<file path="config.mk">
export PLATFORM = sky130hd
export DESIGN_NAME = xor_swap_sbox_block_cipher
export DESIGN_NICKNAME = d
export VERILOG_FILES = /design/src/xss_pkg.sv /design/src/xss_cell.sv /design/src/xss_ctrl.sv /design/src/xor_swap_sbox_block_cipher.sv
export SDC_FILE = /design/constraint.sdc
export NUM_CORES = 1
export LEC_CHECK = 0
export ABC_AREA = 0
export BUFFER_PORTS_ARGS = -buffer_cell sky130_fd_sc_hd__buf_2
export CAP_MARGIN = 20
export CORE_AREA = 2 2 140 142
export CTS_CLUSTER_SIZE = 14
export DETAILED_ROUTE_END_ITERATION = 8
export DIE_AREA = 0 0 142 144
export PLACE_DENSITY = 0.88
export SYNTH_ARGS = -nofsm -noshare
export SYNTH_HDL_FRONTEND = slang
export SYNTH_SLANG_ARGS = --single-unit
</file>
<file path="constraint.sdc">
create_clock -name clk_i -period 5.6 [get_ports clk_i]
set_input_delay 0.56 -clock clk_i [delete_from_list [all_inputs] [get_ports clk_i]]
set_output_delay 0.56 -clock clk_i [all_outputs]
set_load 0.05 [all_outputs]
</file>
<file path="src/xss_pkg.sv">
// Shared types, constants and substitution table for the block cipher.
package xss_pkg;

  localparam int MAX_BLOCK_DEFAULT = 8;
  localparam int CFG_IDX_W = 2;
  localparam int KEY_W = 64;

  localparam logic [CFG_IDX_W-1:0] REG_BLOCK_LEN = 2'd0;
  localparam logic [CFG_IDX_W-1:0] REG_KEY       = 2'd1;

  localparam logic [3:0] BLOCK_LEN_RST = 4'd8;

  typedef enum logic [1:0] {
    ST_IDLE,
    ST_FLUSH,
    ST_END
  } xss_state_e;

  // Common control for the row of buffer cells.
  typedef struct packed {
    logic       shift;
    logic       load;
    logic [7:0] data;
  } cell_ctl_t;

  localparam logic [7:0] SBOX [256] = '{
    8'd47, 8'd164, 8'd147, 8'd166, 8'd221, 8'd246, 8'd1, 8'd13,
    8'd198, 8'd78, 8'd102, 8'd219, 8'd75, 8'd97, 8'd62, 8'd140,
    8'd84, 8'd69, 8'd107, 8'd99, 8'd185, 8'd220, 8'd179, 8'd61,
    8'd187, 8'd0, 8'd92, 8'd112, 8'd8, 8'd33, 8'd15, 8'd119,
    8'd209, 8'd178, 8'd192, 8'd12, 8'd121, 8'd239, 8'd117, 8'd96,
    8'd100, 8'd126, 8'd118, 8'd199, 8'd208, 8'd50, 8'd42, 8'd168,
    8'd14, 8'd171, 8'd17, 8'd238, 8'd158, 8'd207, 8'd144, 8'd58,
    8'd127, 8'd182, 8'd146, 8'd71, 8'd68, 8'd157, 8'd154, 8'd88,
    8'd248, 8'd105, 8'd131, 8'd235, 8'd98, 8'd170, 8'd22, 8'd160,
    8'd181, 8'd4, 8'd254, 8'd70, 8'd202, 8'd225, 8'd67, 8'd205,
    8'd216, 8'd25, 8'd43, 8'd222, 8'd236, 8'd128, 8'd122, 8'd77,
    8'd59, 8'd145, 8'd167, 8'd54, 8'd20, 8'd55, 8'd152, 8'd149,
    8'd230, 8'd211, 8'd224, 8'd111, 8'd165, 8'd124, 8'd16, 8'd243,
    8'd213, 8'd114, 8'd116, 8'd63, 8'd64, 8'd176, 8'd31, 8'd161,
    8'd9, 8'd229, 8'd95, 8'd247, 8'd193, 8'd18, 8'd134, 8'd79,
    8'd133, 8'd173, 8'd82, 8'd51, 8'd57, 8'd136, 8'd6, 8'd49,
    8'd5, 8'd197, 8'd115, 8'd65, 8'd169, 8'd255, 8'd249, 8'd195,
    8'd30, 8'd162, 8'd150, 8'd53, 8'd83, 8'd46, 8'd228, 8'd81,
    8'd237, 8'd104, 8'd28, 8'd223, 8'd217, 8'd251, 8'd200, 8'd60,
    8'd132, 8'd194, 8'd151, 8'd137, 8'd191, 8'd74, 8'd201, 8'd103,
    8'd29, 8'd80, 8'd113, 8'd101, 8'd250, 8'd172, 8'd234, 8'd180,
    8'd73, 8'd141, 8'd204, 8'd27, 8'd241, 8'd188, 8'd153, 8'd155,
    8'd86, 8'd94, 8'd177, 8'd87, 8'd39, 8'd91, 8'd2, 8'd48,
    8'd35, 8'd40, 8'd120, 8'd159, 8'd184, 8'd123, 8'd215, 8'd138,
    8'd210, 8'd108, 8'd76, 8'd106, 8'd36, 8'd189, 8'd125, 8'd226,
    8'd252, 8'd37, 8'd66, 8'd156, 8'd253, 8'd218, 8'd85, 8'd203,
    8'd110, 8'd10, 8'd244, 8'd45, 8'd34, 8'd242, 8'd72, 8'd93,
    8'd52, 8'd135, 8'd44, 8'd245, 8'd3, 8'd32, 8'd196, 8'd163,
    8'd232, 8'd240, 8'd227, 8'd24, 8'd139, 8'd183, 8'd38, 8'd233,
    8'd130, 8'd143, 8'd109, 8'd41, 8'd174, 8'd231, 8'd129, 8'd23,
    8'd148, 8'd89, 8'd212, 8'd19, 8'd21, 8'd142, 8'd7, 8'd214,
    8'd56, 8'd90, 8'd11, 8'd190, 8'd175, 8'd206, 8'd26, 8'd186
  };

  function automatic logic [7:0] sbox_lookup(input logic [7:0] x);
    return SBOX[x];
  endfunction

endpackage

</file>
<file path="src/xss_cell.sv">
// One byte cell of the block buffer: loads a key-mixed byte or takes its neighbor's byte.
module xss_cell
  import xss_pkg::*;
(
  input  logic       clk_i,
  input  cell_ctl_t  ctl_i,
  input  logic       sel_i,
  input  logic [7:0] shift_in_i,
  output logic [7:0] q_o
);

  logic [7:0] byte_q;

  always_ff @(posedge clk_i) begin
    if (ctl_i.load && sel_i) begin
      byte_q <= ctl_i.data;
    end else if (ctl_i.shift) begin
      byte_q <= shift_in_i;
    end
  end

  assign q_o = byte_q;

endmodule

</file>
<file path="src/xss_ctrl.sv">
// Sequencer: config registers, fill and flush counters, output register with S-box.
module xss_ctrl
  import xss_pkg::*;
#(
  parameter int MAX_BLOCK = MAX_BLOCK_DEFAULT,
  localparam int CNT_W = $clog2(MAX_BLOCK + 1),
  localparam int IDX_W = (MAX_BLOCK > 1) ? $clog2(MAX_BLOCK) : 1
) (
  input  logic                 clk_i,
  input  logic                 rst_ni,
  input  logic                 cfg_we_i,
  input  logic [CFG_IDX_W-1:0] cfg_idx_i,
  input  logic [KEY_W-1:0]     cfg_data_i,
  input  logic                 in_valid_i,
  output logic                 in_stall_o,
  input  logic [7:0]           plain_byte_i,
  input  logic                 end_of_stream_i,
  output logic                 out_valid_o,
  input  logic                 out_stall_i,
  output logic [7:0]           cipher_byte_o,
  output logic                 end_marker_o,
  output logic                 last_of_run_o,
  input  logic [7:0]           head_i,
  output cell_ctl_t            cell_ctl_o,
  output logic [IDX_W-1:0]     load_idx_o
);

  xss_state_e       state_q, state_d;
  logic [3:0]       block_len_q;
  logic [KEY_W-1:0] key_q;
  logic [CNT_W-1:0] fill_q, fill_d;
  logic [CNT_W-1:0] cnt_q, cnt_d;
  logic [7:0]       pend_byte_q;
  logic             pend_eos_q;
  logic             pend_save;
  logic             out_valid_q;
  logic [7:0]       out_byte_q;
  logic             out_end_q, out_last_q;
  logic             out_load;
  logic [7:0]       out_byte_d;
  logic             out_end_d, out_last_d;

  logic [CNT_W-1:0] len_eff, half, wr_pos, wr_slot;
  logic [2:0]       key_sel;
  logic [7:0]       key_byte, wr_byte;
  logic             can_load, in_acc, full, last_cnt;

  always_comb begin
    len_eff = CNT_W'(block_len_q);
    if (block_len_q == 4'd0) begin
      len_eff = CNT_W'(1);
    end else if (int'(block_len_q) > MAX_BLOCK) begin
      len_eff = CNT_W'(MAX_BLOCK);
    end
  end

  assign half     = len_eff >> 1;
  assign full     = (fill_q >= len_eff);
  assign last_cnt = (cnt_q == len_eff - CNT_W'(1));

  // A byte is stored at its emit slot, so a plain shift yields the swapped order.
  assign wr_pos = (state_q == ST_FLUSH) ? '0 : fill_q;
  always_comb begin
    if (wr_pos < half) begin
      wr_slot = wr_pos + half;
    end else if (wr_pos < (half << 1)) begin
      wr_slot = wr_pos - half;
    end else begin
      wr_slot = wr_pos;
    end
  end

  assign key_sel    = 3'(wr_pos);
  assign key_byte   = key_q[{key_sel, 3'b000} +: 8];
  assign wr_byte    = (state_q == ST_FLUSH) ? pend_byte_q : plain_byte_i;
  assign load_idx_o = IDX_W'(wr_slot);

  assign can_load   = !out_valid_q || !out_stall_i;
  assign in_stall_o = !((state_q == ST_IDLE) && can_load);
  assign in_acc     = in_valid_i && !in_stall_o;

  always_comb begin
    state_d          = state_q;
    fill_d           = fill_q;
    cnt_d            = cnt_q;
    pend_save        = 1'b0;
    out_load         = 1'b0;
    out_byte_d       = 8'h00;
    out_end_d        = 1'b0;
    out_last_d       = 1'b0;
    cell_ctl_o.shift = 1'b0;
    cell_ctl_o.load  = 1'b0;
    cell_ctl_o.data  = wr_byte ^ key_byte;
    case (state_q)
      ST_IDLE: begin
        if (in_acc) begin
          if (full) begin
            pend_save = 1'b1;
            cnt_d     = '0;
            state_d   = ST_FLUSH;
          end else if (end_of_stream_i) begin
            out_load   = 1'b1;
            out_end_d  = 1'b1;
            out_last_d = 1'b1;
            fill_d     = '0;
          end else begin
            cell_ctl_o.load = 1'b1;
            fill_d          = fill_q + CNT_W'(1);
          end
        end
      end
      ST_FLUSH: begin
        if (can_load) begin
          out_load         = 1'b1;
          out_byte_d       = sbox_lookup(head_i);
          out_last_d       = last_cnt && !pend_eos_q;
          cell_ctl_o.shift = 1'b1;
          cnt_d            = cnt_q + CNT_W'(1);
          if (last_cnt) begin
            if (pend_eos_q) begin
              fill_d  = '0;
              state_d = ST_END;
            end else begin
              // the held byte opens the next block
              cell_ctl_o.load = 1'b1;
              fill_d          = CNT_W'(1);
              state_d         = ST_IDLE;
            end
          end
        end
      end
      ST_END: begin
        if (can_load) begin
          out_load   = 1'b1;
          out_end_d  = 1'b1;
          out_last_d = 1'b1;
          fill_d     = '0;
          state_d    = ST_IDLE;
        end
      end
      default: begin
        state_d = ST_IDLE;
      end
    endcase
    // a block length write drops the pending block
    if (cfg_we_i && (cfg_idx_i == REG_BLOCK_LEN)) begin
      fill_d = '0;
    end
  end

  always_ff @(posedge clk_i or negedge rst_ni) begin
    if (!rst_ni) begin
      state_q     <= ST_IDLE;
      fill_q      <= '0;
      cnt_q       <= '0;
      out_valid_q <= 1'b0;
      block_len_q <= BLOCK_LEN_RST;
      key_q       <= '0;
    end else begin
      state_q <= state_d;
      cnt_q   <= cnt_d;
      fill_q  <= fill_d;
      if (out_load) begin
        out_valid_q <= 1'b1;
      end else if (!out_stall_i) begin
        out_valid_q <= 1'b0;
      end
      if (cfg_we_i) begin
        case (cfg_idx_i)
          REG_BLOCK_LEN: begin
            block_len_q <= cfg_data_i[3:0];
          end
          REG_KEY: begin
            key_q <= cfg_data_i;
          end
          default: begin
          end
        endcase
      end
    end
  end

  always_ff @(posedge clk_i) begin
    if (pend_save) begin
      pend_byte_q <= plain_byte_i;
      pend_eos_q  <= end_of_stream_i;
    end
    if (out_load) begin
      out_byte_q <= out_byte_d;
      out_end_q  <= out_end_d;
      out_last_q <= out_last_d;
    end
  end

  assign out_valid_o   = out_valid_q;
  assign cipher_byte_o = out_byte_q;
  assign end_marker_o  = out_end_q;
  assign last_of_run_o = out_last_q;

endmodule

</file>
<file path="src/xor_swap_sbox_block_cipher.sv">
// Top level: key-XOR, half-swap, S-box byte block cipher built on a row of byte cells.
//
//   channel | direction | handshake               | payload
//   in      | input     | in_valid_i / in_stall_o   | plain_byte_i, end_of_stream_i
//   out     | output    | out_valid_o / out_stall_i | cipher_byte_o, end_marker_o, last_of_run_o
//   cfg     | input     | cfg_we_i                  | cfg_idx_i, cfg_data_i
//
// A byte that arrives while the block is not yet full is stored directly in its cell.
// A word arriving on a full block is held while the len bytes shift through the
// cell row, one result per cycle while out is not stalled; an end word then adds the end result.
// Reset clears the fill count and loads block_len 8 and a zero key; no clearing pass.
// Out stalls freeze the cell row and the sequencer; input is stalled during a flush.
module xor_swap_sbox_block_cipher
  import xss_pkg::*;
#(
  parameter int MAX_BLOCK = MAX_BLOCK_DEFAULT
) (
  input  logic                 clk_i,
  input  logic                 rst_ni,
  input  logic                 cfg_we_i,
  input  logic [CFG_IDX_W-1:0] cfg_idx_i,
  input  logic [KEY_W-1:0]     cfg_data_i,
  input  logic                 in_valid_i,
  output logic                 in_stall_o,
  input  logic [7:0]           plain_byte_i,
  input  logic                 end_of_stream_i,
  output logic                 out_valid_o,
  input  logic                 out_stall_i,
  output logic [7:0]           cipher_byte_o,
  output logic                 end_marker_o,
  output logic                 last_of_run_o
);

  localparam int IDX_W = (MAX_BLOCK > 1) ? $clog2(MAX_BLOCK) : 1;

  cell_ctl_t        cell_ctl;
  logic [IDX_W-1:0] load_idx;
  logic [7:0]       cell_q [MAX_BLOCK];

  xss_ctrl #(
    .MAX_BLOCK(MAX_BLOCK)
  ) u_ctrl (
    .clk_i          (clk_i),
    .rst_ni         (rst_ni),
    .cfg_we_i       (cfg_we_i),
    .cfg_idx_i      (cfg_idx_i),
    .cfg_data_i     (cfg_data_i),
    .in_valid_i     (in_valid_i),
    .in_stall_o     (in_stall_o),
    .plain_byte_i   (plain_byte_i),
    .end_of_stream_i(end_of_stream_i),
    .out_valid_o    (out_valid_o),
    .out_stall_i    (out_stall_i),
    .cipher_byte_o  (cipher_byte_o),
    .end_marker_o   (end_marker_o),
    .last_of_run_o  (last_of_run_o),
    .head_i         (cell_q[0]),
    .cell_ctl_o     (cell_ctl),
    .load_idx_o     (load_idx)
  );

  // Cell k hands its byte to cell k-1 on each flush shift; cell 0 feeds the S-box.
  for (genvar k = 0; k < MAX_BLOCK; k++) begin : g_cell
    logic [7:0] shift_in;
    if (k == MAX_BLOCK - 1) begin : g_tail
      assign shift_in = 8'h00;
    end else begin : g_body
      assign shift_in = cell_q[k+1];
    end
    xss_cell u_cell (
      .clk_i     (clk_i),
      .ctl_i     (cell_ctl),
      .sel_i     (load_idx == IDX_W'(k)),
      .shift_in_i(shift_in),
      .q_o       (cell_q[k])
    );
  end

endmodule

</file>
# After elaboration in Yosys (flattened, before gate mapping)
# Memories as Yosys holds them, arrays and structs flattened. A register that Yosys moved wholly into a read port is not among the register bits.
# Cells that the tools add are included.
# Widths: inputs -> output; s select.
# classes
magnitude_cmp,4
muxes,63
reduce_logical,39
n_eq_ne,22
bitwise,2
shift,1
n_addsub,5
# op_table
op,count
$mux 8,17
$shiftx 64x7->8,1
$mux 4,13
$reduce_bool 2->1,9
$mux 1,17
$mux 2,7
$eq 3x3->1 const B,4
$logic_and 1x1->1,12
$ne 2x1->1 const B,6
$pmux 4 s3,1
$ne 3x2->1 const B,3
$not 8->9,1
$add 4x1->4 const B,2
$pmux 4 s2,1
$xor 8x8->8,1
$eq 3x2->1 const B,2
$mux 3,2
$pmux 1 s2,3
$pmux 2 s3,1
$reduce_and 2->1,3
$reduce_and 6->1,1
$logic_not 1->1,5
$reduce_and 5->1,1
$eq 2x1->1 const B,2
other kinds (20),21
# word_totals
word_cells,155
output_inout_bits,12
memories,1
in_bits,80
romBits,2048
regBits,154
# memory_table
name,words,word_bits,read_ports,rd_clocked_by_memory_dff,write_ports,line_no,text
(name not given),256,8,1,1,0,xss_pkg.sv:62,return SBOX[x];

# Longest topological paths before layout
# Gate-level depths: netlist of the first run.
# depth
depth_word,10
depth_mapped,16
mapped_depth_nobuf,13

# Hierarchy
# A second synthesis of the first run with hierarchy kept.
# hier_totals
hier_cells,1076
hier_area_um2,11270.8
# modules_own_cells
module,cells_each,area_per_inst_um2,n_inst,seq_area_each_um2
xss_ctrl,923,8449.4,1,2548.7
xss_cell,18,344.1,8,240.2
xor_swap_sbox_block_cipher,9,68.8,1,0.0

# Least setup slack after synthesis of the first run
# No wires, ideal clock.
# synth_path
path_kind,reg2reg
from,reg u_ctrl.state_q[1]
to,"reg g_cell[7].u_cell.byte_q[0], enable pin"
path_stages_with_launch,17
setup_ns,0.329
arrival_time_ns,3.463
required_ns,5.271
setup_slack_ns,1.808
cell_sequence,dfrtp_1 > inv_1 > ha_1 > clkbuf_1 > inv_1 > nand2_1 > ha_1 > inv_1 > fa_1 > a21oi_1 > and2_1 > clkbuf_1 > a211oi_1 > a221oi_4 > or3b_1 > clkbuf_1 > nand2_1
# synth_via
elab_chain_len,8
word_cells_on_any_way,17
cone_classes,add/sub: 2; order compare: 2; eq/ne: 2; mux: 6; reduce/logical: 5
# synth_rtl
element,line_no,text
start: declaration,xss_ctrl.sv:28,"xss_state_e state_q, state_d;"
start signal: assignment,xss_ctrl.sv:160,state_q <= state_d;
$eq 2x1->1,"xss_ctrl.sv:62, xss_ctrl.sv:94",
$mux 4,xss_ctrl.sv:62,assign wr_pos = (state_q == ST_FLUSH) ? '0 : fill_q;
$lt 4x4->1 / $sub 3x3->3 (equally long branches),"xss_ctrl.sv:66, xss_ctrl.sv:67",
$mux 3,xss_ctrl.sv:66,end else if (wr_pos < (half << 1)) begin
$mux 3,xss_ctrl.sv:64,if (wr_pos < half) begin
$eq 3x3->1,xor_swap_sbox_block_cipher.sv:73,".sel_i (load_idx == IDX_W'(k)),"
$logic_and 1x1->1,xss_cell.sv:15,if (ctl_i.load && sel_i) begin
$reduce_bool 2->1 (no source line) *,-,
end signal: assignment,xss_cell.sv:16,byte_q <= ctl_i.data;
end signal: assignment,xss_cell.sv:18,byte_q <= shift_in_i;
end: declaration,xss_cell.sv:12,logic [7:0] byte_q;
# Mark *: on every way between the ends. The rest lies on a longest branch, timed or not.
# A chain may end at the register's enable or synchronous reset.

# Worst setup path in the final report of the first run
# layout_path
from,reg u_ctrl.state_q[1]
to,"reg g_cell[7].u_cell.byte_q[4], enable pin"
# Same word-level chain as after synthesis.

==> results of run 1 <==
## metrics by stage
step | area (um^2) | total power [mW] | worst slack, ns | util
6_report | 12380 | 6.488 | 0.9028 | 0.6488
3_3_place_gp | 11780 | 5.033 | 1.415 | 0.6174
4_1_cts | 12370 | 6.358 | 0.9818 | 0.6486
5_1_grt | 12380 | 6.766 | 0.7447 | 0.6487
3_5_place_dp | 11780 | 5.137 | 1.066 | 0.6174
2_1_floorplan | 11210 | 4.202 | 1.808 | -
## critical path, stage by stage (launching register included)
cell,delay [ns]
dfrtp_1,0.40
inv_1,0.10
ha_1,0.61
nand2b_1,0.55
inv_1,0.27
fa_1,0.46
a21oi_1,0.27
and2_1,0.35
a211oi_1,0.12
a221oi_4,0.26
or3b_1,0.56
nand2_1,0.38
## cell type report
cell class	instances	area (um^2)	share of cell area
diodes	2	5.005	0.0004043
clock buffers	22	516.7	0.04174
clock inverters	10	78.83	0.006367
inverters	33	123.9	0.01001
multi-input cells	798	6289	0.5080
flip-flops and latches	162	4471	0.3611
well taps	238	297.8	0.02405
repair buffers	108	598.1	0.04831
## state kept, by name, indices dropped and copies added, names as in the netlist
name,count
g_cell.u_cell.q_o,64
u_ctrl.key_q,64
u_ctrl.cipher_byte_o,8
u_ctrl.pend_byte_q,8
u_ctrl.block_len_q,4
u_ctrl.cnt_q,4
u_ctrl.fill_q,4
u_ctrl.state_q,2
u_ctrl.end_marker_o,1
u_ctrl.last_of_run_o,1
u_ctrl.out_valid_o,1
u_ctrl.pend_eos_q,1
## how the worst min path moves through the flow
stage,endpoint,depth (start not counted)
3_3_place_gp,u_ctrl.key_q[25],1
3_5_place_dp,u_ctrl.key_q[25],1
6_report,u_ctrl.key_q[54],1
2_1_floorplan,u_ctrl.block_len_q[0],0
4_1_cts,u_ctrl.pend_byte_q[0],1
5_1_grt,u_ctrl.pend_byte_q[1],1
## cells in the final DEF, fill, tap and decap left out, drive strengths merged, types with 7 or more instances in the layout
cell type  instances
o21a               7
a311o              7
a311oi            14
nor2b             26
nand2             73
dfrtp             78
a211oi            23
xnor2             11
clkbuf            22
edfxtp            83
o211ai            10
a211o              7
a21oi             55
nand3             29
or2               17
o21ai             55
and3              11
nor2              49
ha                35
buf              108
inv               40
and2               8
mux4              22
nand2b            34
nor3              21
o31ai              9
xor2               9
or3                8
o311ai             9
mux2             125
a31oi             19
mux2i             23
## layer usage
metal	track usage	share of wire	vias up
met5	0	0	-
met4	0.2011	0.069	0
met3	0.08510	0.10	177
met2	0.5627	0.47	729
met1	0.4225	0.36	4613
li1	-	-	4165
## report_power, final
group	leakage [nW]	total, mW	internal (mW)	switching [mW]
registers	1.72	1.86	1.65	0.209
logic	2.90	3.44	1.21	2.23
clock network	0.302	1.19	0.666	0.520
total	4.93	6.49	3.53	2.96
## cell families (layout without fill, tap and decap cells)
logic type                 count (synthesis)  after routing  share of synthesized area
AOI/OAI and AO/OA                        278            278                     0.1751
adders and majority gates                 37             37                    0.04262
and+or+nand+nor                          293            293                     0.1368
DFF                                      162            162                     0.3987
muxes                                    170            170                     0.1902
buffers and inverters                    121            173                    0.04095
other                                      0              2                          0
xor gates and xnor gates                  20             20                    0.01562
==> impl_metrics.toml, run 1 <==
[worst_setup_path]
cp.arrival_ns = 4.80
worstPathMaxFanout = 12
r2r_start = "u_ctrl.state_q[1]"
worstSetupPathType = "register to register"
worstSetupStartpointType = "register"
timing.rr.end = "g_cell[7].u_cell.q_o[4]"
worstPathRequired_ns = 5.70
cp-startpoint = "u_ctrl.state_q[1]"
crit_path_end = "g_cell[7].u_cell.q_o[4]"
reg2reg_slack_ns = 0.90
r2r_cells = 11
endpoint_kind = "register"

[timing]
fmax_mhz = 212.9
rsz0062_at_grt = "false"
slew_viol_final = 0
hold_viol = 0
worst_hold_slack_ns = 0.2836
worst_pin_slew_ns = 1.141
slew_headroom = 0.2375
finalCritPeriodShare = 0.8388
finalClockSkew_ns = 0.01300
fin_tns_setup_ns = 0
fin_crit_ns = 4.697
setup_viol = 0

[finish]
fillers = 1374
fin_cells = 1373
syn2layout_area_growth_pct = 10.40
drive_gt1_frac = 0.2851
final_nets = 1237

[clock_network]
cts_setup_buffers = 0
ctsRootBufferMaster = "clkbuf_16"
clock-sinks = 162
cts_buffers = 17
clockBufferDepth = 2
hold_buffers = 0
cts_resized = 0
tritoncts = "yes"
cts.htree.levels = 4
clkSlewWorstSetupHoldPaths_ns = 0.07
worstSkewPairLatency_ns = 0.45

[logic_synthesis]
postSynthCellCount = 1081
synth_area_per_cell_um2 = 10.37
ys_top_cells_by_count = "mux2_2 (125), edfxtp_1 (83), dfrtp_1 (78), nand2_1 (73), clkbuf_1 (70)"
synth.top_cell.area_share = 0.2223
synthArstFlopShare = 0.4877
yosysUniqueCellTypes = 73
seq_area_frac_synth = 0.3987
yosysMostFrequentCell = "mux2_2"
synth_nets = 1198
ys_seq_elements = 162
syn-cell-area_um2 = 11210
synth_edf_count = 83
synthFlopType = "edfxtp_1"
yosysTopAreaCell = "edfxtp_1"
yosysWarnings = 0
synthTopCellsByArea = "edfxtp_1 (22%), dfrtp_1 (17%), mux2_2 (13%), mux4_2 (4.4%), ha_1 (3.9%)"

[global_route]
grt_pass1_vias = 9530
grt_pass1_wl_um = 53570
gr-usage-all-layers = 0.3461
antenna_found_initial = 1
grt_overflow_total = 0
grt_max_degree = 114

[die]
ioPinCount = 92
die_w_um = 142
dieArea_um2 = 20450
initial_core_util = 0.5877
die_y_um = 144
rows = 51
core-area_um2 = 19080

[detailed_routing]
drc = 0
drt-initial-drc-count = 1575
drtPass1Iterations = 9
vias_per_cell = 7.053
vias = 9684
detail-route-antenna-nets = 0
wire_per_inst_um = 25.30
drt_wl_total_um = 34740

[pwr]
p_per_area_nw_per_um2 = 524.1
p_leak_nw = 4.927
vdd_drop_max_v = 0.0004586

[run]
drv_cap = 0

[placement]
place_congestion = 1.041
place_inst = 1339
dpl.hpwl_um = 23010
io_buffers = 91

[run_status]
status = "completed"

[min_path]
min-delay-path-class = "input port to async pin"
No activity file was read; power rests on OpenSTA's default activity.
==> run 2: changes to the inputs <==
Clock period 5.6 ns to 4.8 ns, I/O delays scaled along.
==> impl_metrics.toml, run 2 (same netlist as run 1, synthesis figures left out) <==
[finish]
final_nets = 1251
fillers = 1412
syn2layout_area_growth_pct = 11.44
final_util = 0.6549
drive_gt1_frac = 0.2921
final_cell_mix = "mux2_2 (125), buf_2 (90), edfxtp_1 (83)"
mostFrequentLayoutCell = "mux2_2"

[global_route]
grt_pass1_wl_um = 53620
grt_max_degree = 131
antenna_found_initial = 1
grt_pass1_vias = 9425
gr-usage-all-layers = 0.3460
grt_overflow_total = 0

[clock_network]
clockBufferDepth = 2
cts_resized = 0
cts_setup_buffers = 0
hold_buffers = 0
worstSkewPairLatency_ns = 0.43
tritoncts = "yes"
ctsRootBufferMaster = "clkbuf_16"
clock-sinks = 162
clkSlewWorstSetupHoldPaths_ns = 0.07
cts_buffers = 17
cts.htree.levels = 4

[worst_setup_path]
worstPathMaxFanout = 20
worstPathRequired_ns = 4.98
cp.arrival_ns = 4.32
cpMaxStageDelayCell = "nor3b_4"
worstSetupStartpointType = "register"
worstPathCellList = "inv_1 > ha_1 > buf_4 > nand2b_1 > buf_4 > inv_1 > fa_1 > a21oi_1 > and2_1 > a211oi_1 > a221oi_4 > nor3b_4 > mux2_2"
worstSetupPathType = "register to register"
r2r_cells = 13
endpoint_kind = "register"
slowest_delay_ns = 0.53

[detailed_routing]
vias = 9667
drtPass1Iterations = 8
drt_wl_total_um = 34550
drc = 0
vias_per_cell = 6.975
detail-route-antenna-nets = 0
drt-initial-drc-count = 1714
wire_per_inst_um = 24.93

[timing]
fin_crit_ns = 4.134
finalClockSkew_ns = 0.01250
finalCritPeriodShare = 0.8613
setup_slack_ns = 0.6659
slew_viol_final = 0
fin_tns_setup_ns = 0
fmax_mhz = 241.9
slew_headroom = 0.2369
hold_viol = 30
setup_viol = 0
worst_pin_slew_ns = 1.138
rsz0062_at_grt = "false"
worst_hold_slack_ns = -0.02005

[die]
die_w_um = 142
ioPinCount = 92
initial_core_util = 0.5877
rows = 51
die_y_um = 144
dieArea_um2 = 20450
core-area_um2 = 19080

[placement]
io_buffers = 91
dpl.hpwl_um = 23520
place_congestion = 1.041
post-place-ws_ns = 0.7885

[pwr]
finalPower_mw = 7.567
p_leak_nw = 4.993
vdd_drop_max_v = 0.0003825
p_per_area_nw_per_um2 = 605.6

[run_status]
status = "finished with violations"
violations = "hold timing"

[min_path]
min-delay-path-class = "input port to async pin"

[run]
drv_cap = 0
run 2: worst paths after layout:
| check | start | endpoint | slack (ns) |
|---|---|---|---|
| hold reg to reg | u_ctrl.key_q[53] | u_ctrl.key_q[53] | 0.51 |
| hold / removal | rst_ni | u_ctrl.key_q[30] | -0.02 |
| min in group clk_i | plain_byte_i[6] | u_ctrl.pend_byte_q[6] | 0.24 |
| max in group asynchronous | rst_ni | u_ctrl.block_len_q[3] | 4.17 |
| setup reg to reg | u_ctrl.state_q[1] | g_cell[2].u_cell.q_o[7] | 0.67 |
| setup / recovery | u_ctrl.state_q[1] | g_cell[2].u_cell.q_o[7] | 0.67 |
run 2: report_power, final:
part           switching (mW)  internal (mW)  leakage, nW
combinational            2.62           1.46         2.98
clock                   0.618          0.734        0.286
sequential              0.206           1.93         1.72
run 2: layout make-up:
cell class                 instances  area (um^2)  area share
clock inverter                    14        147.6     0.01182
timing repair buffer             122        735.7     0.05888
tap                              238        297.8     0.02383
clock buffer                      18        429.2     0.03434
sequential                       162         4471      0.3578
inverter                          33        123.9    0.009913
multi-input combinational        798         6289      0.5033
antenna                            1        2.502   0.0002003
run 2: metrics by stage:
| stage | area (um^2) | std cells |
|---|---|---|
| final | 12500 | 1386 |
| after global routing | 12500 | 1386 |
| after CTS | 12470 | 1384 |
| after detailed placement | 11890 | 1352 |
| after global placement | 11890 | 1352 |
| after floorplan | 11210 | 1081 |
run 2: worst max-delay path: cells and delay by family, from the launching register on:
family	cells	cell delay, ns
and+or+nand+nor	3	1.04
DFF	1	0.40
muxes	1	0.40
buffers and inverters	4	0.76
AOI/OAI and AO/OA	3	0.67
adders and majority gates	2	0.62
run 2: metal layers:
metal,vias to the layer above,track usage,part of all wire
li1,4190,-,-
met3,168,0.07748,0.097
met2,693,0.5586,0.47
met1,4616,0.4329,0.37
met4,0,0.1958,0.059
met5,-,0,0
